===== config.mk =====
export PLATFORM = sky130hd
export DESIGN_NAME = async_frame_transmitter_flat
export DESIGN_NICKNAME = d
export VERILOG_FILES = /design/src/hdl/afx_pkg.sv /design/src/hdl/afx_if.sv /design/src/hdl/async_frame_transmitter.sv /design/src/hdl/afx_regs.sv /design/src/hdl/afx_front.sv /design/src/hdl/afx_back.sv /design/src/flat_wrapper.sv
export SDC_FILE = /design/constraint.sdc
export NUM_CORES = 1
export LEC_CHECK = 0
export CAP_MARGIN = 20
export CORE_ASPECT_RATIO = 1.2
export CORE_UTILIZATION = 35
export CTS_BUF_LIST = sky130_fd_sc_hd__clkbuf_4 sky130_fd_sc_hd__clkbuf_8
export DETAILED_ROUTE_END_ITERATION = 7
export DONT_BUFFER_PORTS = 1
export HOLD_SLACK_MARGIN = 0.02
export MAX_ROUTING_LAYER = met4
export PLACE_DENSITY = 0.6
export SLEW_MARGIN = 20
export SYNTH_ARGS = -nofsm -noshare
export SYNTH_HDL_FRONTEND = slang
export SYNTH_SLANG_ARGS = --single-unit
export TNS_END_PERCENT = 100

===== constraint.sdc =====
create_clock -name i_clk -period 4.6 [get_ports i_clk]
set_input_delay 0.46 -clock i_clk [delete_from_list [all_inputs] [get_ports i_clk]]
set_output_delay 0.46 -clock i_clk [all_outputs]
set_load 0.01 [all_outputs]

===== src/hdl/afx_pkg.sv =====
// ----------------------------------------------------------------------------
// afx_pkg
// Shared types and constants of the asynchronous frame transmitter: frame
// limits, line codes, register indexes, the command that passes from the
// front end to the back end, and the back end's sequencer states.
// ----------------------------------------------------------------------------
package afx_pkg;

    localparam int MAX_FRAME_BYTES     = 256;
    localparam int FRAME_PAYLOAD_LIMIT = MAX_FRAME_BYTES - 4;
    localparam int COUNT_W             = $clog2(MAX_FRAME_BYTES);

    localparam int CMD_QUEUE_DEPTH = 4;
    localparam int QPTR_W          = $clog2(CMD_QUEUE_DEPTH);

    localparam int CRC_W      = 16;
    localparam int APB_ADDR_W = 3;
    localparam int APB_DATA_W = 32;

    localparam logic [7:0] FLAG_BYTE  = 8'h7e;
    localparam logic [7:0] STUFF_BYTE = 8'h9d;
    localparam logic [7:0] PAD_BYTE   = 8'h00;

    // Control bytes that end a message without closing the frame.
    localparam logic [7:0] CTRL_KEEP_A = 8'o50;
    localparam logic [7:0] CTRL_KEEP_B = 8'o51;
    localparam logic [7:0] CTRL_KEEP_C = 8'o52;

    localparam logic OP_PAYLOAD = 1'b0;
    localparam logic OP_END     = 1'b1;

    localparam logic [CRC_W-1:0] CRC_POLY_RESET  = 16'ha001;
    localparam logic [CRC_W-1:0] CRC_START_RESET = 16'h4040;

    typedef enum logic {
        REG_CRC_POLY  = 1'b0,
        REG_CRC_START = 1'b1
    } t_reg_idx;

    typedef struct packed {
        logic [CRC_W-1:0] poly;
        logic [CRC_W-1:0] start;
    } t_crc_cfg;

    typedef struct packed {
        logic [11:0] channel;
        logic [7:0]  byte0;
        logic [7:0]  byte1;
        logic [1:0]  nbytes;
        logic        flags;
    } t_cmd;

    typedef enum logic [3:0] {
        TX_IDLE,
        TX_CLOSE_LO,
        TX_CLOSE_LO_PAD,
        TX_CLOSE_HI,
        TX_CLOSE_HI_PAD,
        TX_FLAG_A,
        TX_FLAG_B,
        TX_OPEN_FLAG_A,
        TX_OPEN_FLAG_B,
        TX_HDR_HI,
        TX_HDR_LO,
        TX_DATA,
        TX_DATA_PAD
    } t_tx_state;

endpackage


===== src/hdl/afx_if.sv =====
// ----------------------------------------------------------------------------
// afx_in_if / afx_out_if
// Valid/ready channels of the transmitter: tagged message words in, framed
// line bytes out.
// ----------------------------------------------------------------------------
interface afx_in_if;
    logic        valid;
    logic        ready;
    logic        opcode;
    logic [11:0] channel;
    logic [7:0]  value;

    modport source (output valid, output opcode, output channel, output value, input ready);
    modport sink   (input valid, input opcode, input channel, input value, output ready);
endinterface

interface afx_out_if;
    logic       valid;
    logic       ready;
    logic [7:0] line_byte;
    logic       last_of_run;

    modport source (output valid, output line_byte, output last_of_run, input ready);
    modport sink   (input valid, input line_byte, input last_of_run, output ready);
endinterface


===== src/hdl/async_frame_transmitter.sv =====
// ----------------------------------------------------------------------------
// async_frame_transmitter
// Framed, byte-stuffed serial encoder with a reflected CRC-16.
//
// i_item carries channel-tagged message words (payload byte, or end of
// message with a control byte); o_line carries the line bytes, with
// last_of_run marking the final byte caused by each word. Both are
// valid/ready channels. The APB port holds the CRC polynomial (offset 0)
// and the CRC start value (offset 4); write it only while the block is idle.
// A front end classifies words into a four-entry command queue; the back end
// sequencer pulls commands and emits one line byte per cycle into an output
// register while the receiver takes them. A plain payload byte gives one
// line byte, a word that opens a frame five; a word that produces nothing
// is retired without one. A word passes the queue and the sequencer state
// before its first byte reaches the output register. That register is the
// only rate limit, and words keep being accepted while the queue has room.
// Reset drops any open frame, clears the channel, count and CRC and empties the
// queue; the registers return to 0xa001 and 0x4040. When the receiver stalls
// the output byte holds, the sequencer waits and the queue fills up.
// ----------------------------------------------------------------------------
module async_frame_transmitter (
    input  logic                           i_clk,
    input  logic                           i_rst_n,
    input  logic                           psel,
    input  logic                           penable,
    input  logic                           pwrite,
    input  logic [afx_pkg::APB_ADDR_W-1:0] paddr,
    input  logic [afx_pkg::APB_DATA_W-1:0] pwdata,
    output logic [afx_pkg::APB_DATA_W-1:0] prdata,
    output logic                           pready,
    afx_in_if.sink                         i_item,
    afx_out_if.source                      o_line
);

    afx_pkg::t_crc_cfg w_cfg;
    afx_pkg::t_cmd     w_cmd;
    logic              w_cmd_valid;
    logic              w_cmd_pop;

    afx_regs u_regs (
        .i_clk   (i_clk),
        .i_rst_n (i_rst_n),
        .psel    (psel),
        .penable (penable),
        .pwrite  (pwrite),
        .paddr   (paddr),
        .pwdata  (pwdata),
        .prdata  (prdata),
        .pready  (pready),
        .o_cfg   (w_cfg)
    );

    afx_front u_front (
        .i_clk       (i_clk),
        .i_rst_n     (i_rst_n),
        .i_item      (i_item),
        .o_cmd       (w_cmd),
        .o_cmd_valid (w_cmd_valid),
        .i_cmd_pop   (w_cmd_pop)
    );

    afx_back u_back (
        .i_clk       (i_clk),
        .i_rst_n     (i_rst_n),
        .i_cfg       (w_cfg),
        .i_cmd       (w_cmd),
        .i_cmd_valid (w_cmd_valid),
        .o_cmd_pop   (w_cmd_pop),
        .o_line      (o_line)
    );

endmodule


===== src/hdl/afx_regs.sv =====
// ----------------------------------------------------------------------------
// afx_regs
// APB register file holding the CRC polynomial and the CRC start value.
// ----------------------------------------------------------------------------
module afx_regs (
    input  logic                               i_clk,
    input  logic                               i_rst_n,
    input  logic                               psel,
    input  logic                               penable,
    input  logic                               pwrite,
    input  logic [afx_pkg::APB_ADDR_W-1:0]     paddr,
    input  logic [afx_pkg::APB_DATA_W-1:0]     pwdata,
    output logic [afx_pkg::APB_DATA_W-1:0]     prdata,
    output logic                               pready,
    output afx_pkg::t_crc_cfg                  o_cfg
);

    logic [afx_pkg::CRC_W-1:0] r_poly;
    logic [afx_pkg::CRC_W-1:0] r_start;
    logic                      w_write;
    afx_pkg::t_reg_idx         w_idx;

    assign pready  = 1'b1;
    assign w_write = psel && penable && pwrite;
    assign w_idx   = afx_pkg::t_reg_idx'(paddr[2]);

    always_ff @(posedge i_clk) begin
        if (!i_rst_n) begin
            r_poly  <= afx_pkg::CRC_POLY_RESET;
            r_start <= afx_pkg::CRC_START_RESET;
        end else if (w_write) begin
            case (w_idx)
                afx_pkg::REG_CRC_POLY: begin
                    r_poly <= pwdata[afx_pkg::CRC_W-1:0];
                end
                afx_pkg::REG_CRC_START: begin
                    r_start <= pwdata[afx_pkg::CRC_W-1:0];
                end
                default: begin
                end
            endcase
        end
    end

    always_comb begin
        case (w_idx)
            afx_pkg::REG_CRC_POLY:  prdata = {{(afx_pkg::APB_DATA_W-afx_pkg::CRC_W){1'b0}}, r_poly};
            afx_pkg::REG_CRC_START: prdata = {{(afx_pkg::APB_DATA_W-afx_pkg::CRC_W){1'b0}}, r_start};
            default:                prdata = '0;
        endcase
    end

    assign o_cfg.poly  = r_poly;
    assign o_cfg.start = r_start;

endmodule


===== src/hdl/afx_front.sv =====
// ----------------------------------------------------------------------------
// afx_front
// Accepts message words, turns each into a command (payload bytes to send
// and whether the frame closes with flags) and queues it for the back end.
// ----------------------------------------------------------------------------
module afx_front (
    input  logic         i_clk,
    input  logic         i_rst_n,
    afx_in_if.sink       i_item,
    output afx_pkg::t_cmd o_cmd,
    output logic         o_cmd_valid,
    input  logic         i_cmd_pop
);

    afx_pkg::t_cmd               r_queue [afx_pkg::CMD_QUEUE_DEPTH];
    logic [afx_pkg::QPTR_W-1:0]  r_wr;
    logic [afx_pkg::QPTR_W-1:0]  r_rd;
    logic [afx_pkg::QPTR_W:0]    r_cnt;
    logic [afx_pkg::QPTR_W:0]    n_cnt;
    afx_pkg::t_cmd               w_cmd;
    logic                        w_push;

    always_comb begin
        w_cmd.channel = i_item.channel;
        w_cmd.byte0   = i_item.value;
        w_cmd.byte1   = afx_pkg::PAD_BYTE;
        w_cmd.nbytes  = 2'd1;
        w_cmd.flags   = 1'b0;
        if (i_item.opcode == afx_pkg::OP_END) begin
            // End of message: escape code, then the control byte; a pad control byte sends nothing.
            w_cmd.byte0 = afx_pkg::STUFF_BYTE;
            w_cmd.byte1 = i_item.value;
            if (i_item.value == afx_pkg::PAD_BYTE) begin
                w_cmd.nbytes = 2'd0;
            end else begin
                w_cmd.nbytes = 2'd2;
                w_cmd.flags  = !(i_item.value inside {afx_pkg::CTRL_KEEP_A,
                                                      afx_pkg::CTRL_KEEP_B,
                                                      afx_pkg::CTRL_KEEP_C});
            end
        end else if (i_item.value == afx_pkg::STUFF_BYTE) begin
            w_cmd.nbytes = 2'd2;
        end
    end

    assign i_item.ready = (r_cnt != (afx_pkg::QPTR_W+1)'(afx_pkg::CMD_QUEUE_DEPTH));
    assign w_push       = i_item.valid && i_item.ready;
    assign o_cmd_valid  = (r_cnt != '0);
    assign o_cmd        = r_queue[r_rd];

    always_comb begin
        n_cnt = r_cnt;
        if (w_push && !i_cmd_pop) begin
            n_cnt = r_cnt + 1'b1;
        end else if (!w_push && i_cmd_pop) begin
            n_cnt = r_cnt - 1'b1;
        end
    end

    always_ff @(posedge i_clk) begin
        if (!i_rst_n) begin
            r_wr  <= '0;
            r_rd  <= '0;
            r_cnt <= '0;
        end else begin
            r_cnt <= n_cnt;
            if (w_push) begin
                r_wr <= r_wr + 1'b1;
            end
            if (i_cmd_pop) begin
                r_rd <= r_rd + 1'b1;
            end
        end
    end

    always_ff @(posedge i_clk) begin
        if (w_push) begin
            r_queue[r_wr] <= w_cmd;
        end
    end

endmodule


===== src/hdl/afx_back.sv =====
// ----------------------------------------------------------------------------
// afx_back
// Frame sequencer: executes queued commands one line byte per cycle while
// the output is not stalled, keeps the open frame's channel, payload count
// and running CRC, and drives the output register.
// ----------------------------------------------------------------------------
module afx_back (
    input  logic              i_clk,
    input  logic              i_rst_n,
    input  afx_pkg::t_crc_cfg i_cfg,
    input  afx_pkg::t_cmd     i_cmd,
    input  logic              i_cmd_valid,
    output logic              o_cmd_pop,
    afx_out_if.source         o_line
);

    afx_pkg::t_tx_state             r_state;
    afx_pkg::t_tx_state             n_state;
    afx_pkg::t_tx_state             w_step_state;
    logic [11:0]                    r_cur;
    logic [11:0]                    n_cur;
    logic [afx_pkg::COUNT_W-1:0]    r_count;
    logic [afx_pkg::COUNT_W-1:0]    n_count;
    logic [afx_pkg::CRC_W-1:0]      r_crc;
    logic [afx_pkg::CRC_W-1:0]      n_crc;
    logic [7:0]                     r_b0;
    logic [7:0]                     r_b1;
    logic [7:0]                     n_b0;
    logic [7:0]                     n_b1;
    logic [1:0]                     r_nb;
    logic [1:0]                     n_nb;
    logic [1:0]                     r_idx;
    logic [1:0]                     n_idx;
    logic                           r_flags;
    logic                           n_flags;
    logic                           r_o_valid;
    logic [7:0]                     r_o_byte;
    logic                           r_o_last;
    logic [7:0]                     w_byte;
    logic [afx_pkg::CRC_W-1:0]      w_crc_in;
    logic [afx_pkg::CRC_W-1:0]      w_crc_out;
    logic                           w_adv;
    logic                           w_free;

    localparam logic [afx_pkg::COUNT_W-1:0] LIMIT =
        afx_pkg::COUNT_W'(afx_pkg::FRAME_PAYLOAD_LIMIT);

    function automatic logic [15:0] f_crc_byte(input logic [15:0] crc,
                                               input logic [7:0]  x,
                                               input logic [15:0] poly);
        logic [15:0] t;
        t = {8'h00, crc[7:0] ^ x};
        for (int i = 0; i < 8; i++) begin
            t = t[0] ? ((t >> 1) ^ poly) : (t >> 1);
        end
        return t ^ {8'h00, crc[15:8]};
    endfunction

    // What follows once the current step is done: more payload (opening a frame first
    // if none is open), the CRC and flags that close it (only flags if none is open), or nothing.
    function automatic afx_pkg::t_tx_state f_cont(input logic cnt_zero,
                                                  input logic more_data,
                                                  input logic flags_pend);
        afx_pkg::t_tx_state s;
        if (more_data) begin
            s = cnt_zero ? afx_pkg::TX_OPEN_FLAG_A : afx_pkg::TX_DATA;
        end else if (flags_pend) begin
            s = cnt_zero ? afx_pkg::TX_FLAG_A : afx_pkg::TX_CLOSE_LO;
        end else begin
            s = afx_pkg::TX_IDLE;
        end
        return s;
    endfunction

    assign w_adv  = (r_state != afx_pkg::TX_IDLE) && (!r_o_valid || o_line.ready);
    assign w_free = (r_state == afx_pkg::TX_IDLE) ||
                    (w_adv && (w_step_state == afx_pkg::TX_IDLE));
    assign o_cmd_pop = w_free && i_cmd_valid;

    // Output side: the byte of the current step and the CRC update.
    always_comb begin
        case (r_state)
            afx_pkg::TX_CLOSE_LO:    w_byte = r_crc[7:0];
            afx_pkg::TX_CLOSE_HI:    w_byte = r_crc[15:8];
            afx_pkg::TX_FLAG_A,
            afx_pkg::TX_FLAG_B,
            afx_pkg::TX_OPEN_FLAG_A,
            afx_pkg::TX_OPEN_FLAG_B: w_byte = afx_pkg::FLAG_BYTE;
            afx_pkg::TX_HDR_HI:      w_byte = {1'b1, r_cur[11:6], 1'b0};
            afx_pkg::TX_HDR_LO:      w_byte = {1'b1, r_cur[5:0], 1'b0};
            afx_pkg::TX_DATA:        w_byte = r_idx[0] ? r_b1 : r_b0;
            default:                 w_byte = afx_pkg::PAD_BYTE;
        endcase
        w_crc_in  = (r_state == afx_pkg::TX_HDR_HI) ? i_cfg.start : r_crc;
        w_crc_out = f_crc_byte(w_crc_in, w_byte, i_cfg.poly);
    end

    // Next state of the sequencer and its context.
    always_comb begin
        w_step_state = r_state;
        n_count      = r_count;
        n_crc        = r_crc;
        n_idx        = r_idx;
        n_flags      = r_flags;
        n_cur        = r_cur;
        n_b0         = r_b0;
        n_b1         = r_b1;
        n_nb         = r_nb;
        case (r_state)
            afx_pkg::TX_CLOSE_LO: begin
                w_step_state = (w_byte == afx_pkg::FLAG_BYTE) ? afx_pkg::TX_CLOSE_LO_PAD
                                                              : afx_pkg::TX_CLOSE_HI;
            end
            afx_pkg::TX_CLOSE_LO_PAD: begin
                w_step_state = afx_pkg::TX_CLOSE_HI;
            end
            afx_pkg::TX_CLOSE_HI: begin
                if (w_byte == afx_pkg::FLAG_BYTE) begin
                    w_step_state = afx_pkg::TX_CLOSE_HI_PAD;
                end else begin
                    n_count      = '0;
                    w_step_state = f_cont(1'b1, r_idx < r_nb, r_flags);
                end
            end
            afx_pkg::TX_CLOSE_HI_PAD: begin
                n_count      = '0;
                w_step_state = f_cont(1'b1, r_idx < r_nb, r_flags);
            end
            afx_pkg::TX_FLAG_A: begin
                w_step_state = afx_pkg::TX_FLAG_B;
            end
            afx_pkg::TX_FLAG_B: begin
                n_flags      = 1'b0;
                w_step_state = f_cont(r_count == '0, r_idx < r_nb, 1'b0);
            end
            afx_pkg::TX_OPEN_FLAG_A: begin
                w_step_state = afx_pkg::TX_OPEN_FLAG_B;
            end
            afx_pkg::TX_OPEN_FLAG_B: begin
                w_step_state = afx_pkg::TX_HDR_HI;
            end
            afx_pkg::TX_HDR_HI: begin
                n_crc        = w_crc_out;
                w_step_state = afx_pkg::TX_HDR_LO;
            end
            afx_pkg::TX_HDR_LO: begin
                n_crc        = w_crc_out;
                w_step_state = afx_pkg::TX_DATA;
            end
            afx_pkg::TX_DATA: begin
                n_crc   = w_crc_out;
                n_count = r_count + 1'b1;
                n_idx   = r_idx + 1'b1;
                if (w_byte == afx_pkg::FLAG_BYTE) begin
                    w_step_state = afx_pkg::TX_DATA_PAD;
                end else if (n_count >= LIMIT) begin
                    w_step_state = afx_pkg::TX_CLOSE_LO;
                end else begin
                    w_step_state = f_cont(1'b0, n_idx < r_nb, r_flags);
                end
            end
            afx_pkg::TX_DATA_PAD: begin
                if (r_count >= LIMIT) begin
                    w_step_state = afx_pkg::TX_CLOSE_LO;
                end else begin
                    w_step_state = f_cont(1'b0, r_idx < r_nb, r_flags);
                end
            end
            default: begin
                w_step_state = afx_pkg::TX_IDLE;
            end
        endcase

        n_state = w_adv ? w_step_state : r_state;
        if (!w_adv) begin
            n_count = r_count;
            n_crc   = r_crc;
            n_idx   = r_idx;
            n_flags = r_flags;
        end

        if (o_cmd_pop) begin
            n_cur   = i_cmd.channel;
            n_b0    = i_cmd.byte0;
            n_b1    = i_cmd.byte1;
            n_nb    = i_cmd.nbytes;
            n_idx   = '0;
            n_flags = i_cmd.flags;
            // A channel change closes the open frame before anything else.
            if ((i_cmd.channel != r_cur) && (n_count != '0)) begin
                n_state = afx_pkg::TX_CLOSE_LO;
            end else begin
                n_state = f_cont(n_count == '0, i_cmd.nbytes != 2'd0, i_cmd.flags);
            end
        end
    end

    always_ff @(posedge i_clk) begin
        if (!i_rst_n) begin
            r_state   <= afx_pkg::TX_IDLE;
            r_cur     <= '0;
            r_count   <= '0;
            r_crc     <= '0;
            r_nb      <= '0;
            r_idx     <= '0;
            r_flags   <= 1'b0;
            r_o_valid <= 1'b0;
        end else begin
            r_state <= n_state;
            r_cur   <= n_cur;
            r_count <= n_count;
            r_crc   <= n_crc;
            r_nb    <= n_nb;
            r_idx   <= n_idx;
            r_flags <= n_flags;
            if (w_adv) begin
                r_o_valid <= 1'b1;
            end else if (o_line.ready) begin
                r_o_valid <= 1'b0;
            end
        end
    end

    always_ff @(posedge i_clk) begin
        r_b0 <= n_b0;
        r_b1 <= n_b1;
        if (w_adv) begin
            r_o_byte <= w_byte;
            r_o_last <= (w_step_state == afx_pkg::TX_IDLE);
        end
    end

    assign o_line.valid       = r_o_valid;
    assign o_line.line_byte   = r_o_byte;
    assign o_line.last_of_run = r_o_last;

endmodule


===== src/flat_wrapper.sv =====
// flat-port wrapper written by rule: the top's interface ports become plain ports
module async_frame_transmitter_flat 
  (i_clk, i_rst_n, psel, penable, pwrite, paddr, pwdata, prdata, pready, i_item_valid, i_item_opcode, i_item_channel, i_item_value, i_item_ready, o_line_valid, o_line_line_byte, o_line_last_of_run, o_line_ready);
  afx_in_if i_item_i ();
  afx_out_if o_line_i ();
  input  logic i_clk;
  input  logic i_rst_n;
  input  logic psel;
  input  logic penable;
  input  logic pwrite;
  input  logic [afx_pkg::APB_ADDR_W-1:0] paddr;
  input  logic [afx_pkg::APB_DATA_W-1:0] pwdata;
  output logic [afx_pkg::APB_DATA_W-1:0] prdata;
  output logic pready;
  input wire logic [$bits(i_item_i.valid)-1:0] i_item_valid;
  input wire logic [$bits(i_item_i.opcode)-1:0] i_item_opcode;
  input wire logic [$bits(i_item_i.channel)-1:0] i_item_channel;
  input wire logic [$bits(i_item_i.value)-1:0] i_item_value;
  output wire logic [$bits(i_item_i.ready)-1:0] i_item_ready;
  output wire logic [$bits(o_line_i.valid)-1:0] o_line_valid;
  output wire logic [$bits(o_line_i.line_byte)-1:0] o_line_line_byte;
  output wire logic [$bits(o_line_i.last_of_run)-1:0] o_line_last_of_run;
  input wire logic [$bits(o_line_i.ready)-1:0] o_line_ready;
  assign i_item_i.valid = i_item_valid;
  assign i_item_i.opcode = i_item_opcode;
  assign i_item_i.channel = i_item_channel;
  assign i_item_i.value = i_item_value;
  assign i_item_ready = i_item_i.ready;
  assign o_line_valid = o_line_i.valid;
  assign o_line_line_byte = o_line_i.line_byte;
  assign o_line_last_of_run = o_line_i.last_of_run;
  assign o_line_i.ready = o_line_ready;
  async_frame_transmitter u_core (.i_clk(i_clk), .i_rst_n(i_rst_n), .psel(psel), .penable(penable), .pwrite(pwrite), .paddr(paddr), .pwdata(pwdata), .prdata(prdata), .pready(pready), .i_item(i_item_i), .o_line(o_line_i));
endmodule

**Yosys cells after proc, flatten, opt, wreduce, memory -nomap -nowiden**

Memory sizes are Yosys's and may differ from the RTL's. A register that Yosys moved wholly into a read port is not among the register bits.
Index checks and enable logic that the tools add are counted.

- Bits in writable memories: 124
- Bits of input ports: 63
- Memories: 1
- Register bits after elaboration: 110

- Equality and inequality tests: 19
- Add/subtract/negate cells: 6
- Muxes and demuxes: 52
- Order comparisons: 4
- Reductions and logical operators: 37
- Bitwise operators: 12

Memory list:

| name | words | bits a word | read ports | clocked after memory_dff | wr ports | RTL line | text |
|---|---|---|---|---|---|---|---|
| u_core.u_front.r_queue | 4 | 31 | 1 | 1 | 1 | afx_front.sv:15 | `afx_pkg::t_cmd r_queue [afx_pkg::CMD_QUEUE_DEPTH];` |

Operators with widths:

| cell | number |
|---|---|
| two-way mux 16 bit | 10 |
| XOR 15 x 16 -> 16 bit | 7 |
| one-hot mux 32 bit (2 select lines) | 1 |
| two-way mux 4 bit | 12 |
| one-hot mux 4 bit (12 select lines) | 1 |
| one-hot mux 8 bit (6 select lines) | 1 |
| == test 8 x 6 -> 1 bit (second input constant) | 3 |
| zero test 8 bit | 3 |
| two-way mux 8 bit | 3 |
| one-hot mux 8 bit (3 select lines) | 1 |
| two-way mux 3 bit | 7 |
| == test 4 bit (second input constant) | 5 |
| == test 4 x 3 -> 1 bit (second input constant) | 4 |
| greater-or-equal comparator 8 bit (second input constant) | 2 |
| XOR 16 x 8 -> 16 bit | 1 |
| XOR 7 x 16 -> 16 bit | 1 |
| != test 12 bit | 1 |
| two-way mux 1 bit | 11 |
| two-way mux 2 bit | 5 |
| AND reduction 2 bit | 5 |
| nonzero test 2 bit | 5 |
| logical AND 1 bit | 9 |
| adder 8 x 1 -> 8 bit (second input constant) | 1 |
| == test 4 x 2 -> 1 bit (second input constant) | 2 |
| 19 further kinds | 29 |

**Longest topological paths before layout**

- Depth in word-level cells: 21
- Gate-level depth with buffers: 20
- Gate-level depth less buffers: 17

**Modules after synthesis**

A second synthesis with hierarchy kept.

- Cell total of the unflattened synthesis: 1276
- Area total of the unflattened synthesis: 13721.9 sq um

Modules (own cells, without submodules):

| module | times used | area each (sq um) | sequential area each (sq um) | cells each |
|---|---|---|---|---|
| afx_back | 1 | 7009.2 | 1671.6 | 875 |
| afx_front | 1 | 5104.9 | 3903.7 | 235 |
| afx_regs | 1 | 1607.8 | 640.6 | 166 |

**Worst setup path before layout**

OpenSTA, ideal clock, no wires.

- Kind: register to register
- Start: register u_core.u_back.r_state[2]
- End: register u_core.u_back.r_crc[10] (netlist bit)
- Arrival: 4.208 ns
- Library setup time: 0.086 ns
- Slack: 0.307 ns
- Cell stages (with the launch flop): 21
- Cell sequence: dfxtp_1 -> nor4bb_1 -> buf_4 -> mux2i_1 -> xnor2_2 -> buf_4 -> nand2_1 -> a21oi_1 -> or4_1 -> and4b_1 -> or3_1 -> o21a_1 -> buf_6 -> xnor2_2 -> mux2i_1 -> and3_1 -> buf_6 -> buf_6 -> o21ai_2 -> xnor2_1 -> a211oi_1

- Word-level cells in the longest chain between the ends: 20
- Elaborated cells on any way between the ends: 34
- Classes of those cells: 9 x eq/ne; 10 x mux; 10 x bitwise; 5 x reduce/logical

Ends and longest elaborated chain:

| what | RTL line | text |
|---|---|---|
| from (decl) | afx_back.sv:17 | `afx_pkg::t_tx_state r_state;` |
| from (signal assigned) | afx_back.sv:200 | `r_state <= afx_pkg::TX_IDLE;` |
| from (signal assigned) | afx_back.sv:209 | `r_state <= n_state;` |
| == test 4 x 3 -> 1 bit or == test 4 bit (tied branches) | afx_back.sv:82 | `case (r_state)` |
| OR reduction 4 bit | afx_back.sv:82 |  |
| one-hot mux 8 bit (6 select lines) | afx_back.sv:82 |  |
| XOR 8 bit | afx_back.sv:52 | `t = {8'h00, crc[7:0] ^ x};` |
| XOR 7 x 16 -> 16 bit | afx_back.sv:54 | `t = t[0] ? ((t >> 1) ^ poly) : (t >> 1);` |
| two-way mux 16 bit | afx_back.sv:54 |  |
| XOR 15 x 16 -> 16 bit | afx_back.sv:54 |  |
| two-way mux 16 bit | afx_back.sv:54 |  |
| [... 4 more ...] | - |  |
| two-way mux 16 bit or XOR 15 x 16 -> 16 bit (tied branches) | afx_back.sv:54 |  |
| XOR 15 x 16 -> 16 bit or two-way mux 16 bit (tied branches) | afx_back.sv:54 |  |
| two-way mux 16 bit or XOR 15 x 16 -> 16 bit (tied branches) | afx_back.sv:54 |  |
| XOR 15 x 16 -> 16 bit or two-way mux 16 bit (tied branches) | afx_back.sv:54 |  |
| two-way mux 16 bit or XOR 15 x 16 -> 16 bit (tied branches) | afx_back.sv:54 |  |
| XOR 15 x 16 -> 16 bit or two-way mux 16 bit (tied branches) | afx_back.sv:54 |  |
| two-way mux 16 bit | afx_back.sv:54 |  |
| XOR 16 x 8 -> 16 bit | afx_back.sv:56 | `return t ^ {8'h00, crc[15:8]};` |
| to (signal assigned) | afx_back.sv:212 | `r_crc <= n_crc;` |
| to (decl) | afx_back.sv:24 | `logic [afx_pkg::CRC_W-1:0] r_crc;` |

Parallel ways exist; a longest one is shown, timed or not.
A chain may end at the register's enable or synchronous reset.

**Worst setup path after layout**

- Start: register u_core.u_back.r_state[1]
- End: register u_core.u_back.r_crc[11] (netlist bit)

- Word-level cells in the longest chain between the ends: 20
- Elaborated cells on any way between the ends: 34
- Classes of those cells: 9 x eq/ne; 10 x mux; 10 x bitwise; 5 x reduce/logical

Ends and longest elaborated chain:

| what | RTL line |
|---|---|
| == test 4 x 3 -> 1 bit or == test 4 bit (tied branches) | afx_back.sv:82 |
| OR reduction 4 bit | afx_back.sv:82 |
| one-hot mux 8 bit (6 select lines) | afx_back.sv:82 |
| XOR 8 bit | afx_back.sv:52 |
| XOR 7 x 16 -> 16 bit | afx_back.sv:54 |
| two-way mux 16 bit | afx_back.sv:54 |
| XOR 15 x 16 -> 16 bit | afx_back.sv:54 |
| two-way mux 16 bit | afx_back.sv:54 |
| [... 4 more ...] | - |
| two-way mux 16 bit or XOR 15 x 16 -> 16 bit (tied branches) | afx_back.sv:54 |
| XOR 15 x 16 -> 16 bit or two-way mux 16 bit (tied branches) | afx_back.sv:54 |
| two-way mux 16 bit or XOR 15 x 16 -> 16 bit (tied branches) | afx_back.sv:54 |
| XOR 15 x 16 -> 16 bit or two-way mux 16 bit (tied branches) | afx_back.sv:54 |
| two-way mux 16 bit or XOR 15 x 16 -> 16 bit (tied branches) | afx_back.sv:54 |
| XOR 15 x 16 -> 16 bit or two-way mux 16 bit (tied branches) | afx_back.sv:54 |
| two-way mux 16 bit | afx_back.sv:54 |
| XOR 16 x 8 -> 16 bit | afx_back.sv:56 |

Parallel ways exist; a longest one is shown, timed or not.

==> flow_summary.toml <==
[status]
outcome = "finished clean"

[synthesis]
synthFlopType = "edfxtp_1"
syn_area_per_cell_um2 = 10.5
async_flop_share = 0
synth_warnings = 0
synth_seq_cells = 236
synth-seq-area-share = 0.478
netlist_area_um2 = 13000
synth_cell_type_count = 87
synth_edf_count = 149
netlist_instances = 1237

[floorplanning]
start_util = 0.354
row_count = 77
core_um2 = 36700
die_w_um = 178
io_pins = 107
die-area_um2 = 37900
die_h_um = 213

[placement]
dpl.hpwl_um = 23000
port_buffers = 0
gp_congestion = 0.892
pre_cts_ws_ps = -122

[routing]
firstDrtPassIters = 5
drt_iter0_markers = 766
vias = 9686
wl_um = 34000
wire_per_inst_um = 18.3
drcViolationCount = 0
ant_nets = 0
routed_via_density = 5.22

[grt]
grt_usage = 0.185
grt_max_degree = 41
top_usage_layer = "met2"
grt_pass1_wl_um = 52500
grt_util_met2 = 0.311
grt_util_met3 = 0.0354
grt_pass1_vias = 9540
antenna_found_initial = 0
grt_overflow = 0
met1_usage = 0.220

[timing]
hold_ws_ps = 53.8
finalMaxSlewViolations = 0
max_slew_margin = 0.423
finalWorstSetupSlack_ps = 148
fmax_mhz = 225
setup_viol = 0
grt_setup_unrepaired = "yes"
period_minus_slack_ps = 4450
tightest_slew_ps = 863
clock-skew-final_ps = 23.7
finalCritPeriodShare = 0.968
hold_viol_final = 0

[cts]
cts-root-buf = "clkbuf_8"
clock_path_buffers = 3
cts_sinks = 236
cts_made_buffers = 42
cts_tree = "built"
clk_pin_slew_worst_paths_ps = 60
insertion_delay_ps = 580
h-tree-depth = 2

[flow_run]
maxCapViolCount = 0

[worst_setup_path]
crit_buf_inv = 4
end_kind = "flop"
r2r_end = "u_core.u_back.r_crc[11]"
cpMostUsedCell = "buf_4"
crit_family = "compound AO/OA/AOI/OAI gates"
path_cells = "buf_4 > a21o_1 > a221o_1 > a21oi_4 > xnor2_4 > mux2i_4 > or4_4 > buf_4 > a311o_1 > and3_4 > or2_4 > nand2_1 > xnor2_2 > and3_1 > buf_12 > buf_4 > o21ai_0 > o211ai_1"
reg2reg_depth = 18
cp_slowest_cell = "or4_4"
r2r-start = "u_core.u_back.r_state[1]"
critical_path_arrival_ps = 4890
setup.worst_path.start = "u_core.u_back.r_state[1]"
critical_path_required_ps = 5040
start_kind = "flop"
critPathMaxStageDelay_ps = 530
path_depth = 18
critPathMaxFanout = 13
worstSetupPathType = "flop to flop"
endpoint = "u_core.u_back.r_crc[11]"
rrSetupSlack_ps = 150

[power]
peakVddDrop_mv = 0.558
p_leak_nw = 5.55
power.density_nw_per_um2 = 729

[worst_hold_path]
hp-class = "input pin to flop"

[final_layout]
layout-drive-gt1-share = 0.247
utilization = 0.433
nNetsFinal = 1424
diodes = 0
area_growth_pct = 22.3
-- stage by stage --
stage | std cells | total power [mW] | instance area [um2] | TNS, ps
finish | 1857 | 11.6 | 15900 | 0
global route | 1857 | 12.3 | 15900 | -977
CTS | 1842 | 10.8 | 15300 | 0
detailed placement | 1735 | 8.64 | 14100 | -962
global placement | 1735 | 8.59 | 14100 | -307
floorplan | 1252 | 6.75 | 13100 | 0
-- state kept, by name, summed over array words and instances (netlist names), named ones only --
signal / flops
u_core.u_front.r_queue: 124
u_core.u_back.r_crc: 16
u_core.u_regs.r_poly: 16
u_core.u_regs.r_start: 16
u_core.u_back.r_cur: 12
u_core.u_back.o_line.line_byte: 8
u_core.u_back.r_b0: 8
u_core.u_back.r_b1: 8
u_core.u_back.r_count: 8
u_core.u_back.r_state: 4
u_core.u_front.r_cnt: 3
u_core.u_back.r_idx: 2
u_core.u_back.r_nb: 2
u_core.u_front.r_rd: 2
u_core.u_front.r_wr: 2
u_core.u_back.o_line.last_of_run: 1
u_core.u_back.o_line.valid: 1
u_core.u_back.r_flags: 1
-- area by class of cell --
type | count | area [um2]
clock inverter | 12 | 126
clock buffer | 64 | 781
inverter | 20 | 78.8
fill | 3420 | 20800
tap | 474 | 593
timing repair buffer | 156 | 1370
sequential | 236 | 6220
multi-input combinational | 895 | 6740
-- how the worst min path moves through the flow --
stage          cells past startpoint                        end                 startpoint  slack (ps)
2_1_floorplan                      2    u_core.u_back.r_crc[15]    u_core.u_back.r_crc[15]         440
3_3_place_gp                       2  u_core.u_regs.r_start[10]  u_core.u_regs.r_start[10]         460
3_5_place_dp                       2  u_core.u_regs.r_start[10]  u_core.u_regs.r_start[10]         470
4_1_cts                            2  u_core.u_regs.r_start[13]                 pwdata[13]          20
5_1_grt                            2   u_core.u_regs.r_start[9]                  pwdata[9]          30
6_report                           2   u_core.u_regs.r_start[9]                  pwdata[9]          50
-- cells by family (layout without fill, tap and decap cells) --
kind of cell             count (synthesis)  in the layout  synth area share
other                                    2             17          0.000577
XOR/XNOR                               137            137             0.101
buffers and inverters                  121            252            0.0437
AND/OR/NAND/NOR                        415            415             0.148
AO/OA/AOI/OAI                          219            219             0.112
multiplexers                            97             97             0.107
flip-flops                             236            236             0.478
adder cells (fa/ha/maj)                 10             10            0.0102
-- power breakdown --
part | switching (mW) | total, mW | internal [mW]
registers | 0.288 | 2.99 | 2.70
clock network | 0.876 | 2.08 | 1.20
logic | 3.37 | 6.54 | 3.16
-- Yosys cell counts, types with 10 or more instances --
cell type  number  area (um2)
a211oi_1       13        97.6
a21oi_1        70         350
and2_1         12        75.1
and3_1         12        75.1
buf_2          10        50.1
buf_4          21         158
clkbuf_1       58         218
dfxtp_1        87        1740
edfxtp_1      149        4470
inv_1          17        63.8
mux2_2         17         191
mux2i_1        48         480
mux4_2         31         698
nand2_1       190         713
nand3_1        26         130
nand4_1        12        75.1
nor2_1         82         308
nor2b_1        14        87.6
nor3_1         10        50.1
nor4_1         12        75.1
o211ai_1       10        75.1
o21ai_0        39         195
xnor2_1       111         972
xor2_1         16         140
-- routing by layer --
| layer | share of wire | vias up | wire length (um) |
|---|---|---|---|
| li1 | - | 4649 | - |
| met1 | 0.42 | 4730 | 14400 |
| met2 | 0.50 | 241 | 16900 |
| met3 | 0.049 | 66 | 1650 |
| met4 | 0.028 | 0 | 968 |
| met5 | 0 | - | 0 |
-- what timing repair did --
item	CTS	global route
endpoints found under the setup margin	15	16
pin swaps	1	46
gates cloned	0	2
resized for setup	9	79
setup buffers	2	14
endpoints found under the hold margin	84	0
hold buffers	29	0
-- placed cells by master (no fill, tap or decap), types with 10 or more instances in the layout --
cell type	Yosys	layout
nand2_1	190	190
edfxtp_1	149	149
buf_4	21	111
xnor2_1	111	97
dfxtp_1	87	82
nor2_1	82	80
a21oi_1	70	65
clkbuf_8	0	48
mux2i_1	48	43
o21ai_0	39	38
mux4_2	31	31
dlygate4sd3_1	0	29
nand3_1	26	26
inv_1	17	17
mux2_2	17	17
conb_1	2	17
xnor2_2	4	16
clkbuf_4	0	16
nor2b_1	14	14
xor2_1	16	14
nand4_1	12	12
and2_1	12	12
and3_1	12	11
a211oi_1	13	11
o211ai_1	10	10
No activity file was read; power rests on OpenSTA's default activity.
